**config.mk**
```make
export PLATFORM = sky130hd
export DESIGN_NAME = swv_div
export DESIGN_NICKNAME = d
export VERILOG_FILES = /design/src/swv_pkg.sv /design/src/swv_div.sv
export SDC_FILE = /design/constraint.sdc
export NUM_CORES = 1
export LEC_CHECK = 0
export ABC_AREA = 1
export BUFFER_PORTS_ARGS = -buffer_cell sky130_fd_sc_hd__clkbuf_2
export CELL_PAD_IN_SITES_DETAIL_PLACEMENT = 1
export CELL_PAD_IN_SITES_GLOBAL_PLACEMENT = 2
export CORE_UTILIZATION = 31
export CTS_BUF_LIST = sky130_fd_sc_hd__clkbuf_16
export DETAILED_ROUTE_END_ITERATION = 8
export GPL_TIMING_DRIVEN = 0
export PLACE_DENSITY = 0.89
export SLEW_MARGIN = 15
export SYNTH_ARGS = -nofsm -noshare
export SYNTH_HDL_FRONTEND = slang
export SYNTH_SLANG_ARGS = --single-unit
export TNS_END_PERCENT = 100
```
**constraint.sdc**
```tcl
create_clock -name clock -period 7.1 [get_ports clock]
set_clock_uncertainty 0.2 [all_clocks]
set_input_delay 0.355 -clock clock [delete_from_list [all_inputs] [get_ports clock]]
set_output_delay 0.355 -clock clock [all_outputs]
set_load 0.01 [all_outputs]
```
**src/swv_pkg.sv**
```systemverilog
// shared types, constants and field widths for the sliding window variance core
// no dependencies; imported by swv_div and sliding_window_variance_core

package swv_pkg;

   // default sizes handed to the top level parameters
   localparam int CHANNELS_DEF   = 8;
   localparam int MAX_WINDOW_DEF = 64;

   // transaction field widths
   localparam int CMD_W     = 2;
   localparam int CHAN_W    = 3;
   localparam int SAMPLE_W  = 16;
   localparam int VAR_W     = 47;
   localparam int MEAN_W    = 32;
   localparam int COUNT_W   = 7;
   localparam int WLEN_W    = 7;

   // stream packing
   localparam int REQ_TDATA_W = 16;
   localparam int REQ_TUSER_W = CMD_W + CHAN_W;
   localparam int RSP_TDATA_W = 88;
   localparam int RSP_TUSER_W = CHAN_W;

   // register port
   localparam int CSR_ADDR_W = 3;
   localparam int CSR_DATA_W = 32;
   localparam logic REG_WINDOW_LENGTH = 1'b0;

   // command codes
   localparam logic [CMD_W-1:0] CMD_ADD   = 2'd0;
   localparam logic [CMD_W-1:0] CMD_CLEAR = 2'd1;
   localparam logic [CMD_W-1:0] CMD_QUERY = 2'd2;

   // serial divider: four quotient bits per cycle over a 64-bit dividend
   localparam int DIV_BITS      = 64;
   localparam int DIV_STEP      = 4;
   localparam int DIV_RUN_LONG  = DIV_BITS / DIV_STEP;
   localparam int DIV_RUN_SHORT = 32 / DIV_STEP;
   localparam int DIV_CNT_W     = 5;

   // result limits
   localparam logic [MEAN_W-1:0] MEAN_MIN = 32'h8000_0000;
   localparam logic [MEAN_W-1:0] MEAN_MAX = 32'h7FFF_0000;
   localparam logic [VAR_W-1:0]  VAR_MAX  = 47'h4000_0000_0000;

   // divider launch request
   typedef struct packed {
      logic start;
      logic long_run;
   } div_ctrl_type;

endpackage

```
**src/swv_div.sv**
```systemverilog
// radix-16 restoring divider, unsigned 64-bit dividend by a narrow divisor
// depends on swv_pkg for the run lengths and the launch request struct

module swv_div
   import swv_pkg::*;
#(
   parameter int DIVISOR_W = 7
) (
   input  logic                 clock,
   input  logic                 reset,
   input  div_ctrl_type         ctrl,
   input  logic [DIV_BITS-1:0]  dividend,
   input  logic [DIVISOR_W-1:0] divisor,
   output logic                 busy,
   output logic                 done,
   output logic [DIV_BITS-1:0]  quotient
);

   logic [DIV_BITS-1:0]  dq_ff, dq_in;
   logic [DIVISOR_W-1:0] rem_ff, rem_in;
   logic [DIVISOR_W-1:0] dvs_ff, dvs_in;
   logic [DIV_CNT_W-1:0] run_ff, run_in;
   logic                 done_ff, done_in;

   logic [DIV_BITS-1:0]  dq_step;
   logic [DIVISOR_W-1:0] rem_step;
   logic [DIVISOR_W:0]   trial;

   // four shift and subtract steps; dividend bits leave at the top, quotient bits enter below
   always_comb begin
      dq_step  = dq_ff;
      rem_step = rem_ff;
      trial    = '0;
      for (int i = 0; i < DIV_STEP; i++) begin
         trial = {rem_step, dq_step[DIV_BITS-1]};
         if (trial >= {1'b0, dvs_ff}) begin
            trial   = trial - {1'b0, dvs_ff};
            dq_step = {dq_step[DIV_BITS-2:0], 1'b1};
         end else begin
            dq_step = {dq_step[DIV_BITS-2:0], 1'b0};
         end
         rem_step = trial[DIVISOR_W-1:0];
      end
   end

   // launch and run control
   always_comb begin
      dq_in   = dq_ff;
      rem_in  = rem_ff;
      dvs_in  = dvs_ff;
      run_in  = run_ff;
      done_in = 1'b0;
      if (ctrl.start) begin
         dq_in  = dividend;
         rem_in = '0;
         dvs_in = divisor;
         run_in = ctrl.long_run ? DIV_CNT_W'(DIV_RUN_LONG) : DIV_CNT_W'(DIV_RUN_SHORT);
      end else if (run_ff != '0) begin
         dq_in   = dq_step;
         rem_in  = rem_step;
         run_in  = run_ff - 1'b1;
         done_in = (run_ff == DIV_CNT_W'(1));
      end
   end

   always_ff @(posedge clock) begin
      if (reset) begin
         run_ff  <= '0;
         done_ff <= 1'b0;
      end else begin
         run_ff  <= run_in;
         done_ff <= done_in;
      end
      dq_ff  <= dq_in;
      rem_ff <= rem_in;
      dvs_ff <= dvs_in;
   end

   assign busy     = (run_ff != '0);
   assign done     = done_ff;
   assign quotient = dq_ff;

endmodule

```
==> summary.log, run 1 <==
INFO  critical_path  critical-path-max-stage-delay=0.49ns
INFO  sta            achievable-frequency=153MHz
INFO  clock_tree     path_clk_slew=0.07ns
INFO  critical_path  crit_path_frequent_cell=nand2_1
INFO  final_layout   final_cell_mix=265 x nand2_1, 140 x clkbuf_2, 71 x edfxtp_1, 55 x inv_1, 34 x nand3_1
INFO  clock_tree     clk_root_buffer_cell=clkbuf_16
INFO  global_routing largest_net_degree_at_the_start_of_global_routing=62
INFO  clock_tree     cts.path.max_buffers=2
INFO  floorplanning  floorplan_die_area=17,100squm
INFO  placement      number_of_placed_instances_with_taps_included=961
INFO  final_layout   layout_commonest_cell=nand2_1
INFO  min_path       hold_class=in -> reg
INFO  sta            finalMaxSlewViolations=0
INFO  drt            routed_wire_length=15.8mm
INFO  drt            detailroute.via_count=4,658
INFO  placement      placedInstanceArea=6130squm
INFO  logic_synthesis synth.ff_latch_count=84
INFO  placement      buffer_ports.inserted=140
INFO  critical_path  worst-setup-path-type=reg -> reg
INFO  status         outcome=finished clean
INFO  critical_path  critical_path.reg2reg.endpoint=rem_ff[2]
INFO  floorplanning  fp-row-count=46
INFO  global_routing first_pass_grt_wire_length=25.3mm
INFO  sta            period_needed=6.54ns
INFO  drt            detail_route.drc_violations=0
INFO  sta            timing.hold.ws=0.0152ns
INFO  logic_synthesis synth_sequential_area_ratio=46.6%
INFO  sta            finalSetupViolCount=0
INFO  logic_synthesis ys.warnings.count=0
INFO  critical_path  worst-endpoint-required=7.13ns
INFO  drt            avgViaCountPerCell=4.69
INFO  placement      gp_congestion=0.859
INFO  final_layout   num_antenna_cells=0
INFO  sta            worstMarginPinSlew=0.783ns
INFO  min_path       holdPathEnd=run_ff[4]
INFO  logic_synthesis post_synth_inst_count=604
INFO  global_routing grt_pass1_vias=4,986
INFO  critical_path  timing.critical_path.slowest_stage_cell=edfxtp_1
INFO  clock_tree     numClockSinks=84
INFO  floorplanning  core_area=16,000squm
INFO  critical_path  cp_max_fo=10
INFO  clock_tree     numCtsBuffers=9
INFO  drt            drt_pre_antenna_iters=4
INFO  drt            drt_iter0_drc=167
INFO  global_routing antenna_found_initial=0
INFO  critical_path  reg2reg_from=dvs_ff[0]
INFO  floorplanning  die_y=131um
INFO  critical_path  regToRegSetupSlack=0.56ns
INFO  sta            max-slew-margin-rel=47.6%
INFO  logic_synthesis avg_cell_area_syn=8.50squm
INFO  min_path       min_from=reset
INFO  critical_path  setup.worst_path.end_class=register
INFO  final_layout   finish.cell_count_without_fillers=993
INFO  drt            ant_nets=0
INFO  clock_tree     cts_tree=built
INFO  final_layout   final_cell_area=6630squm
INFO  logic_synthesis post_synth_main_area_contributors=edfxtp_1 42%, nand2_1 20%, ha_1 7.6%
INFO  final_layout   num-nets-final=882
INFO  floorplanning  ioPinCount=141
INFO  clock_tree     htree_levels=3
INFO  global_routing grt_usage=19.4%
INFO  critical_path  arrival=6.57ns
INFO  placement      hpwlAfterDp=12.4mm
INFO  critical_path  rr_worst_depth=44
INFO  floorplanning  starting_utilization_of_the_core_area=32.1%
INFO  logic_synthesis post_synth_num_cell_types=37
INFO  final_layout   count_of_fill_cells_added_during_filler_insertion=2,003
INFO  final_layout   final_layout_size_suffix_gt1_share=27.8%
INFO  sta            period_share=92.1%
INFO  logic_synthesis syn_nets=714
INFO  logic_synthesis yosysTopAreaCell=edfxtp_1
INFO  job            maxCapViolations=0
INFO  sta            finalHoldViolCount=0
INFO  logic_synthesis mappedNetlistArea=5130squm
INFO  min_path       hold_depth=2
INFO  drt            routed_wire_length_per_instance=15.9um
INFO  logic_synthesis synth_top_area_share=41.6%
INFO  clock_tree     clkLatencyLatePin=0.34ns
INFO  floorplanning  floorplan.die.width=131um
INFO  critical_path  cp-start-kind=register
INFO  global_routing grt_overflow_total=0
INFO  final_layout   area_delta_synth_final=29.1%
## worst max-delay path by stage
stage               slack [ns]         start           to
floorplan                 0.72  quotient[63]    rem_ff[1]
global placement         -0.21     dvs_ff[1]    rem_ff[6]
detailed placement       -0.47     dvs_ff[1]    rem_ff[6]
CTS                       0.03     dvs_ff[0]  quotient[0]
global route            -0.007  quotient[63]    rem_ff[5]
finish                    0.56     dvs_ff[0]    rem_ff[2]
## synth_stat cells
cell type  count
a2111oi_0      1
a211oi_1       2
a21o_1         2
a21oi_1       14
a21oi_2        2
a21oi_4        3
a31oi_1        6
a41oi_1        2
buf_1          4
buf_6          1
clkbuf_1      10
clkinv_1       1
dfxtp_1       13
edfxtp_1      71
fa_1           4
ha_1          31
inv_1         56
inv_2          1
nand2_1      267
nand2_2        9
nand2_4        6
nand3_1       35
nand3_2        1
nand3_4        5
nand3b_1       2
nand4_1        5
nor2_1        14
nor2_4         1
nor3_1         3
nor3_2         1
o21ai_0       10
o21ai_1        1
o21bai_1       1
o31ai_1        1
or2_1          1
xnor2_1        7
xor2_1        10
## flip-flops by register name, summed over array words and instances (netlist names)
register and flops:
rem_ff 7, done 1, quotient 64, dvs_ff 7, run_ff 5
## worst max-delay path: cells and delay by family, from the launching register on
kind / cells / cell delay, ns
AO/OA/AOI/OAI: 7 / 0.89
adder cells (fa/ha/maj): 5 / 1.77
buffers and inverters: 6 / 0.67
flip-flops: 1 / 0.49
AND/OR/NAND/NOR: 26 / 2.41
## metrics by stage
step	setup TNS (ns)	util [%]	worst slack [ns]
floorplan	0	-	0.719
global placement	-1.34	38.1	-0.207
detailed placement	-3.42	38.3	-0.468
CTS	0	40.6	0.0328
global route	-0.0134	41.4	-0.00680
finish	0	41.4	0.564
## kinds of logic (layout without fill, tap and decap cells)
logic type                 Yosys count  count (layout)  synth area share [%]
and+or+nand+nor                    350             350                  30.0
DFF                                 84              84                  46.6
xor gates and xnor gates            17              17                  2.90
AOI/OAI and AO/OA                   45              45                  5.85
buffers and inverters               73             246                  5.49
adders and majority gates           35              35                  9.12
## timing repair
item,in CTS,in global routing
buffers inserted,3,6
endpoints found under the setup margin,8,8
pin swaps,1,5
hold endpoints to repair,7,0
hold buffers,7,0
gates resized for setup,4,23
## cell type report
cell class	instances	area (sq um)	area share [%]
buffer	15	63.8	0.963
clock buffer	9	225	3.40
clock inverter	7	43.8	0.661
inverter	58	220	3.32
multi-input combinational	447	2540	38.4
sequential	84	2390	36.1
tap	216	270	4.08
timing repair buffer	157	866	13.1
## layer usage
| layer | track usage (%) | share of wire (%) |
|---|---|---|
| met3 | 4.97 | 6.3 |
| met1 | 23.0 | 41 |
| met2 | 34.5 | 51 |
| met4 | 5.75 | 1.9 |
| met5 | 0 | 0 |
Power of run 1 is not shown: default switching activity piles up to over one toggle a cycle in this logic, so the estimate is an artifact.
==> inputs of run 2 (changes only) <==
- CORE_UTILIZATION: 31 -> 33
- PLACE_DENSITY: 0.89 -> 0.94
- clock period: 7.1 -> 8 ns (I/O delays scaled with it)
==> summary.log, run 2 (synthesis gave the netlist of run 1 again) <==
INFO  global_routing grt_overflow_total=0
INFO  drt            detailroute.via_count=4,600
INFO  sta            finalMaxSlewViolations=0
INFO  clock_tree     path_clk_slew=0.06ns
INFO  drt            avgViaCountPerCell=4.83
INFO  sta            rsz0062_at_grt=no
INFO  clock_tree     clkLatencyLatePin=0.34ns
INFO  final_layout   num_antenna_cells=0
INFO  final_layout   largest_reg_flops=64
INFO  final_layout   multi_input_comb_area=2460squm
INFO  floorplanning  floorplan.die.width=127um
INFO  global_routing grt_pass1_vias=4,874
INFO  drt            drt_iter0_drc=147
INFO  critical_path  rr_worst_depth=45
INFO  placement      hpwlAfterDp=12.2mm
INFO  global_routing antenna_found_initial=0
INFO  final_layout   final_cell_mix=267 x nand2_1, 140 x clkbuf_2, 71 x edfxtp_1, 56 x inv_1, 35 x nand3_1
INFO  floorplanning  ioPinCount=141
INFO  global_routing largest_net_degree_at_the_start_of_global_routing=64
INFO  critical_path  path_buf_inv=7
INFO  status         outcome=finished clean
INFO  critical_path  cp-start-kind=register
INFO  placement      buffer_ports.inserted=140
INFO  drt            detail_route.drc_violations=0
INFO  critical_path  setup.worst_path.end_class=register
INFO  clock_tree     cts_hold_repair.buffers=0
INFO  drt            routed_wire_length_per_instance=16.5um
INFO  final_layout   final_cell_area=6390squm
INFO  sta            finalHoldViolCount=0
INFO  sta            worstMarginPinSlew=0.785ns
INFO  critical_path  timing.critical_path.slowest_stage_cell=edfxtp_1
INFO  job            maxCapViolations=0
INFO  clock_tree     htree_levels=3
INFO  critical_path  timing.critical_path.max_delay_family=simple AND/OR/NAND/NOR gates
INFO  floorplanning  floorplan_die_area=16,100squm
INFO  final_layout   final_layout_size_suffix_gt1_share=24.7%
INFO  sta            period_share=92.3%
INFO  clock_tree     cts_tree=built
INFO  min_path       hold_class=in -> reg
INFO  clock_tree     numCtsBuffers=9
INFO  final_layout   num-nets-final=869
INFO  critical_path  critical_path_cell_count=45
INFO  drt            drt_pre_antenna_iters=4
INFO  critical_path  crit_path_frequent_cell=nand2_1
INFO  clock_tree     numClockSinks=84
INFO  sta            finalSetupViolCount=0
INFO  placement      placedInstanceArea=6100squm
INFO  placement      gp_congestion=0.862
INFO  critical_path  arrival=7.42ns
INFO  global_routing first_pass_grt_wire_length=24.9mm
INFO  critical_path  worst-setup-path-type=reg -> reg
INFO  floorplanning  fp-row-count=45
INFO  clock_tree     clk_root_buffer_cell=clkbuf_16
INFO  sta            period_needed=7.38ns
INFO  global_routing grt_usage=20.2%
INFO  sta            setup_total_negative_slack=0ns
INFO  critical_path  critical-path-max-stage-delay=0.50ns
INFO  min_path       hold_depth=1
INFO  floorplanning  core_area=15,200squm
INFO  final_layout   count_of_fill_cells_added_during_filler_insertion=1,875
INFO  critical_path  cp_max_fo=10
INFO  sta            achievable-frequency=135MHz
INFO  floorplanning  starting_utilization_of_the_core_area=33.8%
INFO  final_layout   area_delta_synth_final=24.5%
INFO  drt            routed_wire_length=15.7mm
INFO  floorplanning  die_y=127um
INFO  sta            max-slew-margin-rel=47.5%
INFO  final_layout   ff_latch_area=2390squm
INFO  clock_tree     cts.path.max_buffers=2
INFO  final_layout   layout_commonest_cell=nand2_1
INFO  drt            ant_nets=0
INFO  critical_path  worst-endpoint-required=8.04ns
==> run 2: changes by cell type in the layout (fill, tap and decap cells not counted), sizes merged <==
cell         previous run  this run
dlygate4sd3             7         0
buf                    15         9
clkinvlp                3         1
inv                    57        59
==> run 2: timing repair <==
action                     in CTS  in global routing
buffers inserted                0                  3
setup endpoints to repair       0                  8
resized for setup               0                  4
==> run 2: cell type report <==
| cell class | instances | share of cell area, % |
|---|---|---|
| Buffer | 15 | 0.999 |
| Clock buffer | 9 | 3.53 |
| Clock inverter | 7 | 0.666 |
| Inverter | 58 | 3.45 |
| Multi-Input combinational cell | 447 | 38.5 |
| Sequential cell | 84 | 37.5 |
| Tap cell | 188 | 3.68 |
| Timing Repair Buffer | 144 | 11.8 |
==> run 2: metrics by stage <==
| stage | instances | setup slack (ns) | hold slack [ns] | utilization, % |
|---|---|---|---|---|
| after global placement | 932 | 0.587 | 0.267 | 39.9 |
| after CTS | 949 | 0.106 | 0.0264 | 41.9 |
| after global routing | 952 | 0.0664 | 0.0295 | 42.0 |
| after floorplan | 604 | 1.62 | 0.244 | - |
| final | 952 | 0.616 | 0.0364 | 42.0 |
| after detailed placement | 933 | 0.207 | 0.280 | 40.1 |
==> run 2: worst register-to-register path: cells and delay by family, from the launching register on <==
| kind | cells | cell delay, ns |
|---|---|---|
| simple gates | 26 | 2.49 |
| fa+ha+maj | 5 | 1.75 |
| flops | 1 | 0.50 |
| compound gates | 7 | 1.62 |
| buf+inv | 7 | 0.73 |
==> run 2: path summary, 6_finish.rpt <==
path	from	to	slack, ns
hold / removal	divisor[3]	dvs_ff[3]	0.04
hold reg to reg	rem_ff[5]	rem_ff[5]	0.29
setup / recovery	quotient[63]	rem_ff[6]	0.62
setup reg to reg	quotient[63]	rem_ff[6]	0.62
==> run 2: per-layer routing <==
layer  global-route usage [%]  wire (um)  part of all wire (%)  vias to the layer above
met5                        0          0                     0                        -
met4                     7.70        327                   2.1                        0
met3                     5.02        890                   5.7                       22
met2                     35.2       7790                    50                      108
met1                     23.9       6670                    43                     2189
li1                         -          -                     -                     2281
Power of run 2 is left out for the same reason.
==> inputs of run 3 (changes only) <==
- ABC_AREA: 1 -> unset
- CORE_UTILIZATION: 33 -> 34
- PLACE_DENSITY: 0.94 -> 0.88
==> summary.log, run 3 <==
INFO  status         outcome=finished clean
INFO  critical_path  critical_path_cell_count=34
INFO  clock_tree     htree_levels=3
INFO  floorplanning  core_area=15,100squm
INFO  critical_path  rr_worst_depth=34
INFO  critical_path  setup.worst_path.start=quotient[63]
INFO  critical_path  setup.worst_path.end_class=register
INFO  critical_path  critical-path-max-stage-delay=0.43ns
INFO  logic_synthesis ys.warnings.count=0
INFO  job            maxCapViolations=0
INFO  sta            worstMarginPinSlew=0.859ns
INFO  final_layout   area_delta_synth_final=39.3%
INFO  global_routing grt_overflow_total=0
INFO  logic_synthesis post_synth_main_area_contributors=edfxtp_1 40%, mux2_2 15%, ha_1 7.4%
INFO  critical_path  timing.critical_path.max_delay_family=compound AO/OA/AOI/OAI gates
INFO  final_layout   final_layout_size_suffix_gt1_share=53.6%
INFO  logic_synthesis synth_top_area_share=40.5%
INFO  logic_synthesis synth_edf_count=71
INFO  min_path       min_from=divisor[2]
INFO  sta            rsz0062_at_grt=yes
INFO  placement      gp_congestion=0.851
INFO  critical_path  arrival=7.89ns
INFO  min_path       hold_depth=1
INFO  drt            met1Wirelength=7.12mm
INFO  sta            period_share=98.1%
INFO  floorplanning  fp-row-count=45
INFO  floorplanning  floorplan_die_area=16,000squm
INFO  logic_synthesis mappedNetlistArea=5270squm
INFO  sta            achievable-frequency=127MHz
INFO  logic_synthesis post_synth_inst_count=431
INFO  critical_path  timing.critical_path.slowest_stage_cell=o21ai_0
INFO  clock_tree     numClockSinks=84
INFO  sta            setup_total_negative_slack=0ns
INFO  final_layout   largest_reg_flops=64
INFO  final_layout   post-route-util=48.4%
INFO  sta            finalMaxSlewViolations=0
INFO  final_layout   num-nets-final=747
INFO  placement      placedInstanceArea=6240squm
INFO  logic_synthesis synth.ff_latch_count=84
INFO  clock_tree     cts.path.max_buffers=2
INFO  logic_synthesis avg_cell_area_syn=12.2squm
INFO  logic_synthesis most_common_flop_cell_mapped_by_yosys=edfxtp_1
INFO  placement      buffer_ports.inserted=140
INFO  placement      hpwlAfterDp=12.2mm
INFO  drt            drt_pre_antenna_iters=4
INFO  final_layout   num_antenna_cells=0
INFO  drt            maxUsedRoutingLayer=met4
INFO  sta            finalHoldViolCount=0
INFO  global_routing grt_pass1_vias=4,993
INFO  critical_path  path_buf_inv=5
INFO  floorplanning  die_y=126um
INFO  clock_tree     numCtsBuffers=9
INFO  drt            ant_nets=0
INFO  critical_path  cp_max_fo=5
INFO  sta            finalSetupViolCount=0
INFO  clock_tree     cts_tree=built
INFO  critical_path  critical_path.reg2reg.endpoint=rem_ff[3]
INFO  final_layout   final_cell_area=7340squm
INFO  logic_synthesis syn_nets=541
INFO  logic_synthesis synth_sequential_area_ratio=45.4%
INFO  critical_path  cp-start-kind=register
INFO  global_routing antenna_found_initial=0
INFO  min_path       hold_class=in -> reg
INFO  final_layout   final_cell_mix=141 x clkbuf_2, 71 x edfxtp_1, 66 x mux2_2, 49 x buf_4, 23 x inv_1
INFO  drt            met3RoutedLength=1.14mm
INFO  global_routing grt_usage=22.3%
INFO  logic_synthesis post-synth-top-count-cell=edfxtp_1
INFO  drt            detail_route.drc_violations=0
INFO  drt            routed_wire_length_per_instance=21.8um
INFO  drt            met2_length=9.27mm
INFO  floorplanning  starting_utilization_of_the_core_area=34.8%
INFO  critical_path  reg2reg_from=quotient[63]
INFO  logic_synthesis postSynth.asyncResetShare=0%
INFO  global_routing first_pass_grt_wire_length=27.1mm
INFO  sta            max-slew-margin-rel=42.7%
INFO  clock_tree     path_clk_slew=0.06ns
INFO  clock_tree     cts_hold_repair.buffers=0
INFO  drt            routed_wire_length=18.1mm
INFO  drt            detailroute.via_count=4,603
INFO  floorplanning  ioPinCount=141
INFO  global_routing largest_net_degree_at_the_start_of_global_routing=59
INFO  final_layout   layout_commonest_cell=clkbuf_2
INFO  logic_synthesis yosysTopAreaCell=edfxtp_1
INFO  clock_tree     clk_root_buffer_cell=clkbuf_16
INFO  critical_path  regToRegSetupSlack=0.15ns
INFO  drt            avgViaCountPerCell=5.55
INFO  sta            period_needed=7.85ns
INFO  critical_path  worst-setup-path-type=reg -> reg
INFO  critical_path  worst-endpoint-required=8.04ns
INFO  floorplanning  floorplan.die.width=126um
INFO  logic_synthesis synth.top_cells.by_count=71 x edfxtp_1, 68 x mux2_2, 31 x ha_1
INFO  drt            drt_iter0_drc=232
INFO  logic_synthesis post_synth_num_cell_types=65
INFO  min_path       holdPathEnd=dvs_ff[2]
INFO  sta            timing.hold.ws=0.0306ns
INFO  clock_tree     clkLatencyLatePin=0.35ns
-- run 3: cells by family after synthesis --
logic type	after synthesis	share of synthesized area [%]
xor+xnor	9	1.50
mux	70	14.9
fa+ha+maj	35	8.89
compound gates	95	15.5
buf+inv	40	3.37
flops	84	45.4
simple gates	98	10.4
-- run 3: area by class of cell --
type	count	area [sq um]
clock buffer	9	225
buffer	14	68.8
timing repair buffer	197	1190
clock inverter	7	110
tap	188	235
multi-input combinational	307	3020
sequential	84	2390
inverter	24	93.8
fill	1602	7810
-- run 3: timing repair --
item	CTS	global route
setup endpoints to repair	8	8
resized for setup	39	27
cloned	0	0
buffers inserted	40	17
pin swaps	28	29
-- run 3: through the flow --
step	worst slack (ns)	cells
after floorplan	0.100	431
after global placement	-1.17	759
after detailed placement	-1.40	760
after CTS	0.0270	815
after global routing	-0.0749	830
final	0.151	830
-- run 3: layer usage --
metal,up-vias,global-route usage (%)
met5,-,0
met4,0,10.3
met3,44,5.48
met2,197,39.9
met1,2292,24.9
li1,2070,-
-- run 3: worst max-delay path by stage --
stage	slack, ns	to
finish	0.15	rem_ff[3]
CTS	0.03	rem_ff[6]
floorplan	0.10	quotient[0]
detailed placement	-1.40	quotient[0]
global route	-0.07	rem_ff[3]
global placement	-1.17	quotient[0]
Power of run 3 is left out for the same reason.
